### src/sv/rtsm_pkg.sv
// package: shared types, codes and default sizes of the rule table state machine
package rtsm_pkg;

    localparam int DEF_STATE_SLOTS = 8;
    localparam int DEF_EVENT_SLOTS = 32;
    localparam int DEF_RULE_SLOTS  = 128;
    localparam int DEF_ID_BITS     = 8;

    typedef enum logic [2:0] {
        REQ_ADD_STATE = 3'd0,
        REQ_ADD_EVENT = 3'd1,
        REQ_ADD_RULE  = 3'd2,
        REQ_START     = 3'd3,
        REQ_TRIGGER   = 3'd4
    } t_req;

    typedef enum logic [2:0] {
        ST_OK       = 3'd0,
        ST_FAIL     = 3'd1,
        ST_FULL     = 3'd2,
        ST_EXISTS   = 3'd3,
        ST_NOTFOUND = 3'd4
    } t_status;

    typedef enum logic [3:0] {
        SC_EV_EID,
        SC_ST_SID,
        SC_ST_FROM,
        SC_ST_TO,
        SC_ST_RTO,
        SC_ST_CUR,
        SC_RULE_ADD,
        SC_RULE_EXACT,
        SC_RULE_WILD
    } t_scan;

    typedef enum logic [3:0] {
        S_IDLE,
        S_DEC,
        S_SSID,
        S_EV,
        S_FROM,
        S_TO,
        S_RDUP,
        S_REX,
        S_RWD,
        S_NEW,
        S_OLD,
        S_DONE
    } t_ctrl_state;

    typedef struct packed {
        logic [2:0]        req_type;
        logic [7:0]        state_id;
        logic [7:0]        event_id;
        logic signed [15:0] handler_code;
        logic              from_is_wildcard;
        logic [7:0]        from_state;
        logic              to_is_wildcard;
        logic [7:0]        to_state;
        logic              has_enter_action;
        logic              has_exit_action;
    } t_in;

    typedef struct packed {
        logic [2:0] status_code;
        logic       moved;
        logic       run_exit;
        logic [7:0] left_state;
        logic       run_enter;
        logic [7:0] current_out;
        logic       started;
    } t_out;

    typedef struct packed {
        logic    accept;
        logic    scan_go;
        t_scan   scan_sel;
        logic    wr_state;
        logic    wr_event;
        logic    wr_rule;
        logic    do_start;
        logic    do_move;
        logic    finish;
        t_status status;
        logic    moved;
    } t_cmd;

    typedef struct packed {
        logic [2:0] req_type;
        logic       from_wild;
        logic       to_wild;
        logic       sid_zero;
        logic       eid_zero;
        logic       st_full;
        logic       ev_full;
        logic       rule_full;
        logic       scan_done;
        logic       scan_found;
        logic       need_move;
        logic       cur_concrete;
        logic       out_busy;
    } t_stat;

endpackage

### src/sv/rtsm_ctrl.sv
// controller: request sequencing state machine
module rtsm_ctrl (
    input  logic           i_clk,
    input  logic           i_rst_n,
    input  logic           i_in_valid,
    output logic           o_in_ready,
    input  rtsm_pkg::t_stat i_stat,
    output rtsm_pkg::t_cmd  o_cmd
);
    import rtsm_pkg::*;

    t_ctrl_state r_state, n_state;
    t_status     r_status, n_status;
    logic        r_moved, n_moved;
    t_cmd        cmd;

    always_ff @(posedge i_clk) begin
        if (!i_rst_n) begin
            r_state  <= S_IDLE;
            r_status <= ST_OK;
            r_moved  <= 1'b0;
        end else begin
            r_state  <= n_state;
            r_status <= n_status;
            r_moved  <= n_moved;
        end
    end

    always_comb begin
        n_state  = r_state;
        n_status = r_status;
        n_moved  = r_moved;
        cmd      = '0;
        cmd.scan_sel = SC_EV_EID;
        cmd.status   = ST_OK;
        unique case (r_state)
            S_IDLE: begin
                n_moved = 1'b0;
                if (i_in_valid) begin
                    cmd.accept = 1'b1;
                    n_state = S_DEC;
                end
            end
            S_DEC: begin
                unique case (t_req'(i_stat.req_type))
                    REQ_ADD_STATE: begin
                        if (i_stat.sid_zero) begin
                            n_status = ST_FAIL; n_state = S_DONE;
                        end else if (i_stat.st_full) begin
                            n_status = ST_FULL; n_state = S_DONE;
                        end else begin
                            cmd.scan_go = 1'b1; cmd.scan_sel = SC_ST_SID; n_state = S_SSID;
                        end
                    end
                    REQ_ADD_EVENT: begin
                        if (i_stat.eid_zero) begin
                            n_status = ST_FAIL; n_state = S_DONE;
                        end else if (i_stat.ev_full) begin
                            n_status = ST_FULL; n_state = S_DONE;
                        end else begin
                            cmd.scan_go = 1'b1; cmd.scan_sel = SC_EV_EID; n_state = S_EV;
                        end
                    end
                    REQ_ADD_RULE: begin
                        if (i_stat.rule_full) begin
                            n_status = ST_FULL; n_state = S_DONE;
                        end else begin
                            cmd.scan_go = 1'b1; cmd.scan_sel = SC_EV_EID; n_state = S_EV;
                        end
                    end
                    REQ_START: begin
                        cmd.scan_go = 1'b1; cmd.scan_sel = SC_ST_SID; n_state = S_SSID;
                    end
                    REQ_TRIGGER: begin
                        cmd.scan_go = 1'b1; cmd.scan_sel = SC_EV_EID; n_state = S_EV;
                    end
                    default: begin
                        n_status = ST_FAIL; n_state = S_DONE;
                    end
                endcase
            end
            S_SSID: begin
                if (i_stat.scan_done) begin
                    n_state = S_DONE;
                    if (t_req'(i_stat.req_type) == REQ_ADD_STATE) begin
                        if (i_stat.scan_found) begin
                            n_status = ST_EXISTS;
                        end else begin
                            cmd.wr_state = 1'b1; n_status = ST_OK;
                        end
                    end else if (i_stat.scan_found) begin
                        cmd.do_start = 1'b1; n_status = ST_OK;
                    end else begin
                        n_status = ST_FAIL;
                    end
                end
            end
            S_EV: begin
                if (i_stat.scan_done) begin
                    if (t_req'(i_stat.req_type) == REQ_ADD_EVENT) begin
                        n_state = S_DONE;
                        if (i_stat.scan_found) begin
                            n_status = ST_EXISTS;
                        end else begin
                            cmd.wr_event = 1'b1; n_status = ST_OK;
                        end
                    end else if (!i_stat.scan_found) begin
                        n_status = ST_NOTFOUND; n_state = S_DONE;
                    end else if (t_req'(i_stat.req_type) == REQ_TRIGGER) begin
                        cmd.scan_go = 1'b1; cmd.scan_sel = SC_RULE_EXACT; n_state = S_REX;
                    end else if (!i_stat.from_wild) begin
                        cmd.scan_go = 1'b1; cmd.scan_sel = SC_ST_FROM; n_state = S_FROM;
                    end else if (!i_stat.to_wild) begin
                        cmd.scan_go = 1'b1; cmd.scan_sel = SC_ST_TO; n_state = S_TO;
                    end else begin
                        cmd.scan_go = 1'b1; cmd.scan_sel = SC_RULE_ADD; n_state = S_RDUP;
                    end
                end
            end
            S_FROM: begin
                if (i_stat.scan_done) begin
                    if (!i_stat.scan_found) begin
                        n_status = ST_NOTFOUND; n_state = S_DONE;
                    end else if (!i_stat.to_wild) begin
                        cmd.scan_go = 1'b1; cmd.scan_sel = SC_ST_TO; n_state = S_TO;
                    end else begin
                        cmd.scan_go = 1'b1; cmd.scan_sel = SC_RULE_ADD; n_state = S_RDUP;
                    end
                end
            end
            S_TO: begin
                if (i_stat.scan_done) begin
                    if (!i_stat.scan_found) begin
                        n_status = ST_NOTFOUND; n_state = S_DONE;
                    end else begin
                        cmd.scan_go = 1'b1; cmd.scan_sel = SC_RULE_ADD; n_state = S_RDUP;
                    end
                end
            end
            S_RDUP: begin
                if (i_stat.scan_done) begin
                    n_state = S_DONE;
                    if (i_stat.scan_found) begin
                        n_status = ST_EXISTS;
                    end else begin
                        cmd.wr_rule = 1'b1; n_status = ST_OK;
                    end
                end
            end
            S_REX, S_RWD: begin
                if (i_stat.scan_done) begin
                    if (i_stat.scan_found) begin
                        n_status = ST_OK;
                        if (i_stat.need_move) begin
                            cmd.scan_go = 1'b1; cmd.scan_sel = SC_ST_RTO; n_state = S_NEW;
                        end else begin
                            n_state = S_DONE;
                        end
                    end else if (r_state == S_REX && i_stat.cur_concrete) begin
                        cmd.scan_go = 1'b1; cmd.scan_sel = SC_RULE_WILD; n_state = S_RWD;
                    end else begin
                        n_status = ST_NOTFOUND; n_state = S_DONE;
                    end
                end
            end
            S_NEW: begin
                if (i_stat.scan_done) begin
                    if (i_stat.cur_concrete) begin
                        cmd.scan_go = 1'b1; cmd.scan_sel = SC_ST_CUR; n_state = S_OLD;
                    end else begin
                        cmd.do_move = 1'b1; n_moved = 1'b1; n_state = S_DONE;
                    end
                end
            end
            S_OLD: begin
                if (i_stat.scan_done) begin
                    cmd.do_move = 1'b1; n_moved = 1'b1; n_state = S_DONE;
                end
            end
            S_DONE: begin
                if (!i_stat.out_busy) begin
                    cmd.finish = 1'b1;
                    cmd.status = r_status;
                    cmd.moved  = r_moved;
                    n_state    = S_IDLE;
                end
            end
            default: begin
                n_state = S_IDLE;
            end
        endcase
    end

    assign o_in_ready = (r_state == S_IDLE);
    assign o_cmd      = cmd;
endmodule

### config.mk
export PLATFORM = sky130hd
export DESIGN_NAME = rtsm_ctrl
export DESIGN_NICKNAME = d
export VERILOG_FILES = /design/src/sv/rtsm_pkg.sv /design/src/sv/rtsm_ctrl.sv
export SDC_FILE = /design/constraint.sdc
export NUM_CORES = 1
export LEC_CHECK = 0
export ABC_AREA = 1
export CAP_MARGIN = 20
export CORE_ASPECT_RATIO = 1.5
export CORE_UTILIZATION = 45
export DETAILED_ROUTE_END_ITERATION = 12
export DONT_BUFFER_PORTS = 1
export SYNTH_ARGS = -nofsm -noshare
export SYNTH_HDL_FRONTEND = slang
export SYNTH_SLANG_ARGS = --single-unit
### constraint.sdc
create_clock -name i_clk -period 1.73 [get_ports i_clk]
set_input_delay 0.2595 -clock i_clk [delete_from_list [all_inputs] [get_ports i_clk]]
set_output_delay 0.2595 -clock i_clk [all_outputs]
set_load 0.01 [all_outputs]
# Yosys cells after proc, flatten, opt, wreduce, memory -nomap -nowiden
# Index checks and enable logic that the tools add are counted.
# Widths: inputs -> output; s select.
dict set report op_classes {
  n_eq_ne 33
  n_mux 93
  reduce_logical 12
}
# cell n
set ops {}
lappend ops {{$mux 5} 22}
lappend ops {{$mux 4} 18}
lappend ops {{$mux 3} 16}
lappend ops {{$pmux 4 s9} 1}
lappend ops {{$pmux 5 s6} 1}
lappend ops {{$pmux 5 s5} 1}
lappend ops {{$ne 2x2->1 const B} 12}
lappend ops {{$mux 1} 23}
lappend ops {{$pmux 4 s5} 1}
lappend ops {{$pmux 3 s6} 1}
lappend ops {{$eq 4x3->1 const B} 4}
lappend ops {{$eq 4x4->1 const B} 4}
lappend ops {{$mux 2} 6}
lappend ops {{$pmux 3 s4} 1}
lappend ops {{$reduce_and 11->1} 1}
lappend ops {{$eq 4x2->1 const B} 2}
lappend ops {{$ne 4x4->1 const B} 2}
lappend ops {{$reduce_and 8->1} 1}
lappend ops {{$eq 3x2->1 const B} 2}
lappend ops {{$ne 3x3->1 const B} 2}
lappend ops {{$reduce_bool 6->1} 1}
lappend ops {{$reduce_or 2->1} 3}
lappend ops {{$eq 4x1->1 const B} 1}
lappend ops {{$logic_not 4->1} 1}
lappend ops {{other kinds (10)} 11}
dict set report totals {
  regBits 8
  out_inout_bits 17
  input_bits 18
  wordCells 141
}

# Logic depth before layout (Yosys ltp)
dict set report logic_depth {
  word_depth 7
  ltp_mapped 11
  ltp_nobuf 11
}

# Worst setup path after synthesis
# OpenSTA, ideal clock, no wires.
dict set report synth_path {
  kind {register to output}
  from {register r_state[3]}
  to {output o_cmd[14] in the netlist's numbering}
  arrival_ns 1.198
  stages_incl_launch_ff 6
  required_time_ns 1.470
  path_buffers 0
  setup_slack_ns 0.272
  cell_sequence {dfxtp_1 nor2_2 nand2_1 o21ai_0 nand3_1 o2111ai_1}
}
# item line_no
set synth_rtl {}
lappend synth_rtl {{from (decl)} rtsm_ctrl.sv:12} ;# t_ctrl_state r_state, n_state;
lappend synth_rtl {{from (signal assigned)} rtsm_ctrl.sv:23} ;# r_state <= n_state;
lappend synth_rtl {{to (decl)} rtsm_ctrl.sv:8} ;# output rtsm_pkg::t_cmd o_cmd

==> results.json <==
{
  "tns_ns": 0,
  "ctsHoldBuffers": 0,
  "die-width_um": 42.6,
  "start_kind": "flop",
  "drv_cap": 0,
  "postCtsSetupRepairBufs": 0,
  "worst-endpoint-arrival_ns": 1.44,
  "place.gp.congestion": 1.07,
  "viasPerCell": 5.68,
  "hp-start": "i_rst_n",
  "portBuffers": 0,
  "nNetsFinal": 249,
  "status": "finished clean",
  "grt_pass1_wl_um": 5440,
  "drtPass1Iterations": 4,
  "period_share": 0.980,
  "cts_sinks": 8,
  "met2WireLength_um": 1700,
  "cp_max_fo": 5,
  "syn-instance-count": 221,
  "power_density_mw_per_mm2": 891,
  "synth.top_cell.area_share": 0.209,
  "setup_viol": 0,
  "num_rows": 21,
  "min_path_cells": 2,
  "num_antenna_cells": 0,
  "crit_type": "reg2out",
  "antenna_found_initial": 0,
  "clk_pin_slew_ns": 0.05,
  "dp_slack_ns": 0.0408,
  "core_area_sq_mm": 0.00229,
  "first_global_vias": 1318,
  "drive_above_1_share": 0.173,
  "cts_tree": "done",
  "p_leak_nw": 0.677,
  "fp.dieH_um": 63.0,
  "syn-num-nets": 242,
  "drt_iter0_markers": 68,
  "ioPinCount": 35,
  "ys_types": 24,
  "yosys-top-cells-area": "nand2_1 (21%), dfxtp_1 (14%), inv_1 (13%)",
  "dieArea_sq_mm": 0.00268,
  "cts_htree_levels": 1,
  "startpoint": "r_state[2]",
  "syn_avg_cell_area_sq_um": 5.04,
  "finalInstanceArea_sq_mm": 0.00130,
  "tightest_slew_ns": 0.398,
  "rr_startpoint": "r_state[2]",
  "hold_class": "in2reg",
  "wl_um": 3370,
  "fmax_ghz": 0.590,
  "fin_skew_ns": 0.00434,
  "drc_errors": 0,
  "rr_worst_depth": 9,
  "m1WireLength_um": 1370,
  "grt_max_degree": 17,
  "synth_warnings": 0,
  "dp_hpwl_um": 2630,
  "wl_per_cell_um": 13.5,
  "fin_ws_ns": 0.0340,
  "rsz0062_at_grt": "true",
  "r2r-end": "r_state[3]",
  "r2r_slack_ns": 0.23,
  "clock-root-buffer": "clkbuf_4",
  "place_area_sq_mm": 0.00116,
  "ys_seq_area_frac": 0.144,
  "end_kind": "primary output",
  "track_usage": 0.257,
  "clockBufferDepth": 2,
  "ant_nets": 0,
  "relSlewSlack": 0.733,
  "insertion_delay_ns": 0.25,
  "top_layer": "met4",
  "max-vdd-ir-drop_uv": 644,
  "overflow": 0,
  "final.min_clock_period_ns": 1.70,
  "cp.required_ns": 1.47,
  "route.met3.wl_um": 204,
  "ys_ff_latch": 8,
  "cts_buffers": 3,
  "finalHoldViolations": 0,
  "initial_utilization": 0.488,
  "slew_violations": 0,
  "fill_cells": 247,
  "syn_area_sq_mm": 0.00111,
  "power_w": 0.00116,
  "area_growth_pct": 16.8,
  "routed-via-count": 1415,
  "yosys.area.top_type": "nand2_1",
  "holdPathEnd": "r_status[0]"
}
sequential cells by signal, indices dropped and copies added (netlist names):
name / flops
r_state: 4
r_status: 3
r_moved: 1
placed cells by master, fill, tap and decap left out, drive strengths merged:
cell type	netlist	layout
clkbuf	1	3
a21oi	13	13
nand4	5	5
ha	3	3
and3	1	1
clkinv	1	1
a22oi	1	1
o21ai	14	14
buf	2	5
o211ai	1	1
nor4	1	1
dfxtp	8	8
nor3	9	9
inv	38	38
nor2	40	40
o2111ai	1	1
nand2	63	63
nand3	19	19
metal layers:
layer  up-vias  GRT usage
li1        714          -
met1       614      0.305
met2        74      0.422
met3        13     0.0347
met4         0      0.152
met5         -          0
Yosys cell counts (all sizes together):
library cell,instances
a21oi,13
a22oi,1
and3,1
buf,2
clkbuf,1
clkinv,1
dfxtp,8
ha,3
inv,38
nand2,63
nand3,19
nand4,5
nor2,40
nor3,9
nor4,1
o2111ai,1
o211ai,1
o21ai,14
area by class of cell:
class	count	area [sq um]	share of cell area
clock buffer	3	22.5	0.0173
inverter	39	149	0.114
multi-input combinational	171	892	0.685
sequential	8	173	0.133
tap	23	28.8	0.0221
timing repair buffer	5	37.5	0.0288
power by group:
part | internal (W) | leakage (nW) | switching [W]
Sequential | 0.000237 | 0.0681 | 0.0000571
Clock | 0.0000790 | 0.0138 | 0.0000572
Combinational | 0.000244 | 0.595 | 0.000487
critical path, cell delays in order, from the launching register on:
cell	delay, ns
dfxtp_4	0.37
inv_2	0.12
nand2_4	0.08
inv_1	0.12
nand2_1	0.07
nor2_1	0.13
inv_1	0.10
nor2_1	0.19
worst max-delay path by stage:
stage | slack, ns | end | depth (start not counted)
after CTS | 0.02 | o_cmd[14] | 6
after global placement | 0.08 | r_state[2] | 8
after floorplan | 0.27 | o_cmd[14] | 5
after detailed placement | 0.04 | o_cmd[14] | 6
after global routing | -0.04 | o_cmd[14] | 7
final | 0.03 | o_cmd[0] | 7
timing repair:
item                       4_1_cts  5_1_grt
setup endpoints to repair        6       12
pin swaps                        3        4
resized for setup               22       17
stage by stage:
step	hold slack, ns	instances	util
after global routing	0.119	249	0.570
after detailed placement	0.385	246	0.508
final	0.126	249	0.570
after global placement	0.382	246	0.508
after CTS	0.116	249	0.542
after floorplan	0.380	221	-
logic make-up (layout without fill, tap and decap cells):
logic type | after synthesis | after routing | share of synthesized area
flip-flops | 8 | 8 | 0.144
adder cells (fa/ha/maj) | 3 | 3 | 0.0337
buffers and inverters | 42 | 47 | 0.149
AO/OA/AOI/OAI | 30 | 30 | 0.149
AND/OR/NAND/NOR | 138 | 138 | 0.524
(Power assumes the default switching activity.)
